==> src/rtl/sha1_pkg.sv <==
// Shared types, constants and round functions for the SHA-1 core.
package sha1_pkg;

    typedef logic [31:0] word_t;
    typedef logic [4:0][31:0] hash_t;

    typedef enum logic [2:0] {
        ST_IDLE,
        ST_ROUND,
        ST_ADD,
        ST_PAD,
        ST_OUT
    } state_t;

    typedef struct packed {
        logic load;
        logic step;
        logic add;
        logic init;
    } round_ctrl_t;

    localparam hash_t SHA1_IV = {32'hC3D2E1F0, 32'h10325476, 32'h98BADCFE,
                                 32'hEFCDAB89, 32'h67452301};

    localparam word_t K_CH  = 32'h5A827999;
    localparam word_t K_PAR = 32'h6ED9EBA1;
    localparam word_t K_MAJ = 32'h8F1BBCDC;
    localparam word_t K_END = 32'hCA62C1D6;

    localparam logic [7:0] PAD_BYTE        = 8'h80;
    localparam logic [6:0] LAST_ROUND      = 7'd79;
    localparam logic [5:0] BLOCK_LAST_BYTE = 6'd63;
    localparam logic [5:0] LEN_START       = 6'd56;
    localparam logic [2:0] LAST_WORD       = 3'd4;

    function automatic word_t sha1_f(input logic [6:0] idx, input word_t b,
                                     input word_t c, input word_t d);
        word_t res;
        if (idx < 7'd20)
            res = (b & c) | (~b & d);
        else if (idx < 7'd40)
            res = b ^ c ^ d;
        else if (idx < 7'd60)
            res = (b & c) | (b & d) | (c & d);
        else
            res = b ^ c ^ d;
        return res;
    endfunction

    function automatic word_t sha1_k(input logic [6:0] idx);
        word_t res;
        if (idx < 7'd20)
            res = K_CH;
        else if (idx < 7'd40)
            res = K_PAR;
        else if (idx < 7'd60)
            res = K_MAJ;
        else
            res = K_END;
        return res;
    endfunction

endpackage

==> src/rtl/sha1_if.sv <==
// Valid/ready channel interfaces for message requests and digest words.
interface sha1_in_if;
    logic       valid;
    logic       ready;
    logic [7:0] message_byte;
    logic       byte_present;
    logic       end_of_message;

    modport source (output valid, message_byte, byte_present, end_of_message,
                    input ready);
    modport sink (input valid, message_byte, byte_present, end_of_message,
                  output ready);
endinterface

interface sha1_out_if;
    logic        valid;
    logic        ready;
    logic [31:0] digest_word;
    logic [2:0]  word_number;
    logic        final_word;

    modport source (output valid, digest_word, word_number, final_word,
                    input ready);
    modport sink (input valid, digest_word, word_number, final_word,
                  output ready);
endinterface

==> src/rtl/sha1_sched_cell.sv <==
// One 32-bit cell of the block / message schedule chain.
module sha1_sched_cell
    import sha1_pkg::*;
(
    input  logic       clk,
    input  logic       byte_shift,
    input  logic       word_shift,
    input  logic [7:0] byte_in,
    input  word_t      word_in,
    output word_t      word
);

    word_t word_reg;
    word_t word_next;

    // Byte mode packs the block big-endian; word mode rolls the schedule.
    always_comb
    begin
        word_next = word_reg;
        if (byte_shift)
            word_next = {word_reg[23:0], byte_in};
        else if (word_shift)
            word_next = word_in;
    end

    always_ff @(posedge clk)
    begin
        word_reg <= word_next;
    end

    assign word = word_reg;

endmodule

==> src/rtl/sha1_round.sv <==
// Round datapath: working variables a..e and the chaining value.
module sha1_round
    import sha1_pkg::*;
(
    input  logic        clk,
    input  logic        rst_n,
    input  round_ctrl_t ctrl,
    input  logic [6:0]  round_idx,
    input  word_t       w,
    output hash_t       hash
);

    hash_t work_reg;
    hash_t work_next;
    hash_t hash_reg;
    hash_t hash_next;
    word_t temp;

    assign temp = {work_reg[0][26:0], work_reg[0][31:27]}
                + sha1_f(round_idx, work_reg[1], work_reg[2], work_reg[3])
                + work_reg[4] + sha1_k(round_idx) + w;

    always_comb
    begin
        work_next = work_reg;
        hash_next = hash_reg;
        if (ctrl.load)
            work_next = hash_reg;
        if (ctrl.step)
        begin
            work_next[0] = temp;
            work_next[1] = work_reg[0];
            work_next[2] = {work_reg[1][1:0], work_reg[1][31:2]};
            work_next[3] = work_reg[2];
            work_next[4] = work_reg[3];
        end
        if (ctrl.add)
        begin
            for (int i = 0; i < 5; i++)
                hash_next[i] = hash_reg[i] + work_reg[i];
        end
        if (ctrl.init)
            hash_next = SHA1_IV;
    end

    always_ff @(posedge clk)
    begin
        work_reg <= work_next;
    end

    always_ff @(posedge clk or negedge rst_n)
    begin
        if (!rst_n)
            hash_reg <= SHA1_IV;
        else
            hash_reg <= hash_next;
    end

    assign hash = hash_reg;

endmodule

==> src/rtl/sha1_hash_core_top.sv <==
// Bytes are taken only in ST_IDLE; every 64th byte starts a compression of 80 rounds
// through the single round unit, followed by the chaining add, and no new byte is
// taken until that compression is done.
// End of message: padding goes through the cell chain one byte per cycle, one or
// two compressions follow, then five digest words, one per cycle while not stalled.
// Reset: rst_n clears control state and loads the SHA-1 initial hash values.
module sha1_hash_core_top
    import sha1_pkg::*;
(
    input  logic             clk,
    input  logic             rst_n,
    sha1_in_if.sink          msg,
    sha1_out_if.source       digest
);

    state_t      state_reg, state_next;
    logic [5:0]  pos_reg, pos_next;
    logic [6:0]  round_reg, round_next;
    logic [60:0] count_reg, count_next;
    logic [63:0] len_reg, len_next;
    logic        pad_reg, pad_next;
    logic        first_reg, first_next;
    logic        len_block_reg, len_block_next;
    logic [2:0]  widx_reg, widx_next;

    round_ctrl_t rctl;
    logic        byte_shift;
    logic        word_shift;
    logic [7:0]  shift_byte;
    word_t       cells [16];
    word_t       new_word;
    word_t       mix;
    hash_t       hash;

    assign mix      = cells[13] ^ cells[8] ^ cells[2] ^ cells[0];
    assign new_word = {mix[30:0], mix[31]};

    for (genvar i = 0; i < 16; i++)
    begin : g_cell
        if (i == 15)
        begin : g_tail
            sha1_sched_cell u_cell (
                .clk        (clk),
                .byte_shift (byte_shift),
                .word_shift (word_shift),
                .byte_in    (shift_byte),
                .word_in    (new_word),
                .word       (cells[i])
            );
        end
        else
        begin : g_body
            sha1_sched_cell u_cell (
                .clk        (clk),
                .byte_shift (byte_shift),
                .word_shift (word_shift),
                .byte_in    (cells[i+1][31:24]),
                .word_in    (cells[i+1]),
                .word       (cells[i])
            );
        end
    end

    sha1_round u_round (
        .clk       (clk),
        .rst_n     (rst_n),
        .ctrl      (rctl),
        .round_idx (round_reg),
        .w         (cells[0]),
        .hash      (hash)
    );

    assign digest.digest_word = hash[widx_reg];
    assign digest.word_number = widx_reg;
    assign digest.final_word  = (widx_reg == LAST_WORD);

    always_comb
    begin
        state_next     = state_reg;
        pos_next       = pos_reg;
        round_next     = round_reg;
        count_next     = count_reg;
        len_next       = len_reg;
        pad_next       = pad_reg;
        first_next     = first_reg;
        len_block_next = len_block_reg;
        widx_next      = widx_reg;
        rctl           = '0;
        byte_shift     = 1'b0;
        word_shift     = 1'b0;
        shift_byte     = msg.message_byte;
        msg.ready      = 1'b0;
        digest.valid   = 1'b0;

        case (state_reg)
            ST_IDLE:
            begin
                msg.ready = 1'b1;
                if (msg.valid)
                begin
                    if (msg.byte_present)
                    begin
                        byte_shift = 1'b1;
                        pos_next   = pos_reg + 6'd1;
                        count_next = count_reg + 61'd1;
                    end
                    if (msg.end_of_message)
                    begin
                        pad_next   = 1'b1;
                        first_next = 1'b1;
                        len_next   = {count_reg + 61'(msg.byte_present), 3'b000};
                    end
                    if (msg.byte_present && pos_reg == BLOCK_LAST_BYTE)
                    begin
                        rctl.load  = 1'b1;
                        round_next = '0;
                        state_next = ST_ROUND;
                    end
                    else if (msg.end_of_message)
                        state_next = ST_PAD;
                end
            end
            ST_ROUND:
            begin
                rctl.step  = 1'b1;
                word_shift = 1'b1;
                round_next = round_reg + 7'd1;
                if (round_reg == LAST_ROUND)
                    state_next = ST_ADD;
            end
            ST_ADD:
            begin
                rctl.add = 1'b1;
                if (!pad_reg)
                    state_next = ST_IDLE;
                else if (len_block_reg)
                begin
                    widx_next  = '0;
                    state_next = ST_OUT;
                end
                else
                begin
                    // No room was left for the length in this block: one more block.
                    len_block_next = 1'b1;
                    state_next     = ST_PAD;
                end
            end
            ST_PAD:
            begin
                byte_shift = 1'b1;
                pos_next   = pos_reg + 6'd1;
                if (first_reg)
                begin
                    shift_byte     = PAD_BYTE;
                    first_next     = 1'b0;
                    len_block_next = (pos_reg < LEN_START);
                end
                else if (len_block_reg && pos_reg >= LEN_START)
                begin
                    shift_byte = len_reg[63:56];
                    len_next   = {len_reg[55:0], 8'h00};
                end
                else
                    shift_byte = 8'h00;
                if (pos_reg == BLOCK_LAST_BYTE)
                begin
                    rctl.load  = 1'b1;
                    round_next = '0;
                    state_next = ST_ROUND;
                end
            end
            ST_OUT:
            begin
                digest.valid = 1'b1;
                if (digest.ready)
                begin
                    if (widx_reg == LAST_WORD)
                    begin
                        rctl.init      = 1'b1;
                        pad_next       = 1'b0;
                        len_block_next = 1'b0;
                        count_next     = '0;
                        state_next     = ST_IDLE;
                    end
                    else
                        widx_next = widx_reg + 3'd1;
                end
            end
            default:
            begin
                state_next = ST_IDLE;
            end
        endcase
    end

    always_ff @(posedge clk or negedge rst_n)
    begin
        if (!rst_n)
        begin
            state_reg     <= ST_IDLE;
            pos_reg       <= '0;
            round_reg     <= '0;
            count_reg     <= '0;
            pad_reg       <= 1'b0;
            first_reg     <= 1'b0;
            len_block_reg <= 1'b0;
            widx_reg      <= '0;
        end
        else
        begin
            state_reg     <= state_next;
            pos_reg       <= pos_next;
            round_reg     <= round_next;
            count_reg     <= count_next;
            pad_reg       <= pad_next;
            first_reg     <= first_next;
            len_block_reg <= len_block_next;
            widx_reg      <= widx_next;
        end
    end

    always_ff @(posedge clk)
    begin
        len_reg <= len_next;
    end

endmodule

==> src/flat_wrapper.sv <==
// flat-port wrapper written by rule: the top's interface ports become plain ports
module sha1_hash_core_top_flat import sha1_pkg::*;
  (clk, rst_n, msg_valid, msg_message_byte, msg_byte_present, msg_end_of_message, msg_ready, digest_valid, digest_digest_word, digest_word_number, digest_final_word, digest_ready);
  sha1_in_if msg_i ();
  sha1_out_if digest_i ();
  input  logic clk;
  input  logic rst_n;
  input wire logic [$bits(msg_i.valid)-1:0] msg_valid;
  input wire logic [$bits(msg_i.message_byte)-1:0] msg_message_byte;
  input wire logic [$bits(msg_i.byte_present)-1:0] msg_byte_present;
  input wire logic [$bits(msg_i.end_of_message)-1:0] msg_end_of_message;
  output wire logic [$bits(msg_i.ready)-1:0] msg_ready;
  output wire logic [$bits(digest_i.valid)-1:0] digest_valid;
  output wire logic [$bits(digest_i.digest_word)-1:0] digest_digest_word;
  output wire logic [$bits(digest_i.word_number)-1:0] digest_word_number;
  output wire logic [$bits(digest_i.final_word)-1:0] digest_final_word;
  input wire logic [$bits(digest_i.ready)-1:0] digest_ready;
  assign msg_i.valid = msg_valid;
  assign msg_i.message_byte = msg_message_byte;
  assign msg_i.byte_present = msg_byte_present;
  assign msg_i.end_of_message = msg_end_of_message;
  assign msg_ready = msg_i.ready;
  assign digest_valid = digest_i.valid;
  assign digest_digest_word = digest_i.digest_word;
  assign digest_word_number = digest_i.word_number;
  assign digest_final_word = digest_i.final_word;
  assign digest_i.ready = digest_ready;
  sha1_hash_core_top u_core (.clk(clk), .rst_n(rst_n), .msg(msg_i), .digest(digest_i));
endmodule
==> config.mk <==
export PLATFORM = sky130hd
export DESIGN_NAME = sha1_hash_core_top_flat
export DESIGN_NICKNAME = d
export VERILOG_FILES = /design/src/rtl/sha1_pkg.sv /design/src/rtl/sha1_if.sv /design/src/rtl/sha1_sched_cell.sv /design/src/rtl/sha1_round.sv /design/src/rtl/sha1_hash_core_top.sv /design/src/flat_wrapper.sv
export SDC_FILE = /design/constraint.sdc
export NUM_CORES = 2
export LEC_CHECK = 0
export BUFFER_PORTS_ARGS = -buffer_cell sky130_fd_sc_hd__clkbuf_2
export CAP_MARGIN = 30
export CORE_UTILIZATION = 30
export CTS_CLUSTER_SIZE = 24
export DETAILED_ROUTE_END_ITERATION = 10
export PLACE_DENSITY_LB_ADDON = 0.1
export SYNTH_ARGS = -nofsm -noshare
export SYNTH_HDL_FRONTEND = slang
export SYNTH_SLANG_ARGS = --single-unit
==> constraint.sdc <==
create_clock -name clk -period 22.3 [get_ports clk]
set_input_delay 4.46 -clock clk [delete_from_list [all_inputs] [get_ports clk]]
set_output_delay 4.46 -clock clk [all_outputs]
set_load 0.01 [all_outputs]
==> results.json <==
{
  "stdcell_count": 8590,
  "cts_tree": "yes",
  "max_cap_viol_count": 0,
  "tns_ns": 0,
  "period_minus_slack_ns": 8.810,
  "drtIter0Drc": 2983,
  "status": "finished clean",
  "route.detailed.drc": 0,
  "ys_top_cells_by_area": "edfxtp_1 39%, nand2_1 14%, dfrtp_1 7.2%, fa_1 4.4%, ha_1 4.4%",
  "crit_type": "reg -> reg",
  "grt_overflow_total": 0,
  "max_slew.worst_pin.slew_ns": 1.119,
  "largest_reg_flops": 480,
  "final_layout_size_suffix_gt1_frac": 0.06844,
  "critical_path_arrival_ns": 9.30,
  "fin_nets": 6327,
  "ff2ff_path_depth": 26,
  "postSynth.asyncResetShare": 0.2490,
  "min_period_over_period": 0.3951,
  "timing.fmax_mhz": 113.5,
  "setup-violations-final": 0,
  "synth_fp_nets": 6369,
  "finalHoldViolations": 0,
  "placedCellCount": 8359,
  "syn_inst": 6030,
  "rsz0062_at_grt": "false",
  "synth.largest_area_cell": "edfxtp_1",
  "antenna_found_initial": 1,
  "gp_congestion": 0.8475,
  "syn2layout_area_growth_pct": 12.20,
  "final_max_slew_viol_count": 0,
  "synth_seq_area_share": 0.4976,
  "pin_count": 52,
  "die_w_um": 436.6,
  "path_max_fanout": 20,
  "relSlewSlack": 0.2446,
  "routed_wl_mm": 171.0,
  "die_h_um": 436.6,
  "htreeDepth": 3,
  "required_ns": 22.79,
  "hp-start": "u_core.pos_reg[5]$_DFFE_PN0P_",
  "dr_total_vias": 41550,
  "clock_latency_ns": 0.78,
  "cts_setup_buffers": 0,
  "viasPerCell": 4.837,
  "path_clk_slew_ns": 0.06,
  "clock-sinks": 976,
  "hold_depth": 1,
  "setup.worst_path.end_class": "register",
  "skew_ns": 0.04044,
  "synth_top_area_share": 0.3885,
  "grt_pass1_wl_mm": 262.6,
  "start_kind": "register",
  "grt_pass1_vias": 41970,
  "start_util": 0.3020,
  "r2r-start": "u_core.round_reg[4]$_DFFE_PN0P_",
  "dieArea_um2": 190600,
  "synth_ff_type": "edfxtp_1",
  "synth_area_um2": 56660,
  "io_buffers": 51,
  "clock_path_buffers": 3,
  "synth_cell_types": 89,
  "yosysWarnings": 0,
  "ys_seq_elements": 976,
  "syn_avg_cell_area_um2": 9.396,
  "cts_root_buf": "clkbuf_16",
  "dp_hpwl_mm": 117.9,
  "rows": 159,
  "antenna_left": 0,
  "track_usage": 0.1777,
  "hp-class": "reg -> reg",
  "cts_inserted_buffers": 121,
  "post_drt_wl_per_cell_um": 19.91,
  "firstDrtPassIters": 5,
  "ctsResizeCount": 0,
  "crit_start": "u_core.round_reg[4]$_DFFE_PN0P_",
  "holdBufCountCts": 0,
  "synth-edff-count": 733,
  "grt_max_degree": 204,
  "whs_ns": 0.4784,
  "fp.coreArea_um2": 187600
}
-- final cells by class --
type / count / area (um2)
Clock buffer: 159 / 3222
Sequential cell: 976 / 28200
Clock inverter: 69 / 733.2
Inverter: 280 / 1056
Multi-Input combinational cell: 4500 / 26450
Fill cell: 19360 / 124000
Tap cell: 2495 / 3122
Antenna cell: 2 / 5.005
Timing Repair Buffer: 109 / 783.3
-- cells by family after synthesis --
group | Yosys count | share of synthesized area
AO/OA/AOI/OAI | 961 | 0.1029
multiplexers | 109 | 0.01950
flip-flops | 976 | 0.4976
AND/OR/NAND/NOR | 2740 | 0.1982
buffers and inverters | 554 | 0.03714
XOR/XNOR | 365 | 0.05642
adder cells (fa/ha/maj) | 325 | 0.08833
-- cell usage in the layout, fill, tap and decap left out, drive strengths merged, types with 54 or more instances in the layout --
master     n
mux2i    107
a21o      96
clkinv    54
ha       200
xnor2    224
dfrtp    163
inv      279
clkbuf   209
a21oi    263
dfstp     80
nand2   2048
edfxtp   733
buf       59
xor2     141
nor2     273
o21ai    346
nand3    115
fa       125
nor3      76
-- synthesized netlist by cell type, types with 5 or more instances --
| cell | count |
|---|---|
| a211oi_1 | 23 |
| a21boi_0 | 7 |
| a21o_1 | 96 |
| a21oi_1 | 263 |
| a221o_1 | 5 |
| a221oi_1 | 25 |
| a31oi_1 | 19 |
| a41oi_1 | 7 |
| and2_1 | 18 |
| and3_1 | 36 |
| and4_1 | 7 |
| buf_1 | 15 |
| clkbuf_1 | 253 |
| dfrtp_1 | 163 |
| dfstp_2 | 80 |
| edfxtp_1 | 733 |
| fa_1 | 125 |
| ha_1 | 200 |
| inv_1 | 276 |
| mux2i_1 | 107 |
| nand2_1 | 2045 |
| nand2b_1 | 35 |
| nand3_1 | 114 |
| nand4_1 | 30 |
| nor2_1 | 269 |
| nor2b_1 | 27 |
| nor3_1 | 75 |
| nor3b_1 | 9 |
| nor4_1 | 8 |
| o2111ai_1 | 5 |
| o211ai_1 | 9 |
| o21a_1 | 23 |
| o21ai_0 | 344 |
| o21bai_1 | 26 |
| o221a_2 | 11 |
| o221ai_1 | 6 |
| o22ai_1 | 32 |
| o31ai_1 | 17 |
| or2_2 | 6 |
| or3_1 | 33 |
| xnor2_1 | 224 |
| xor2_1 | 141 |
-- worst max-delay path: stages (launching register included) --
cell,delay [ns]
dfrtp_1,0.46
a41oi_1,0.56
inv_1,0.26
nor2_2,0.15
buf_4,0.30
clkinv_1,0.81
nand2_1,0.34
clkinv_1,0.56
a221oi_1,0.50
fa_1,0.52
fa_1,0.55
fa_1,0.41
inv_1,0.06
ha_1,0.18
inv_1,0.07
fa_1,0.40
nor2b_1,0.18
o31a_1,0.18
or4_1,0.17
nand3_1,0.15
o21ai_2,0.29
o221ai_1,0.28
a2111oi_2,0.46
nor3_1,0.15
o31ai_1,0.30
xnor2_1,0.15
o21ai_0,0.08
-- stage by stage --
stage	cell area (um2)	worst slack [ns]	utilization
2_1_floorplan	56660	4.971	-
3_3_place_gp	59550	12.70	0.3175
3_5_place_dp	59580	12.70	0.3176
4_1_cts	63540	13.31	0.3387
5_1_grt	63560	12.75	0.3388
6_report	63570	13.49	0.3389
-- metal layers --
metal  wire length [um]  GRT usage  part of all wire  vias up
met3               5840    0.02337             0.034      180
met1              84680     0.2571              0.50    20350
li1                   -          -                 -    20410
met4               4224    0.04533             0.025        0
met5                  0          0                 0        -
met2              76300     0.2781              0.45      605
-- worst paths after layout --
path | end | slack (ns)
max in group asynchronous | u_core.count_reg[60]$_DFFE_PN0P_ | 16.02
hold reg to reg | u_core.pos_reg[5]$_DFFE_PN0P_ | 0.48
setup / recovery | u_core.u_round.work_reg[31]$_DFFE_PP_ | 13.49
setup reg to reg | u_core.u_round.work_reg[31]$_DFFE_PP_ | 13.49
min in group asynchronous | u_core.u_round.hash[99]$_DFFE_PN0P_ | 3.67
hold / removal | u_core.pos_reg[5]$_DFFE_PN0P_ | 0.48
Power is not shown: default switching activity piles up to over one toggle a cycle in this logic, so the estimate is an artifact.
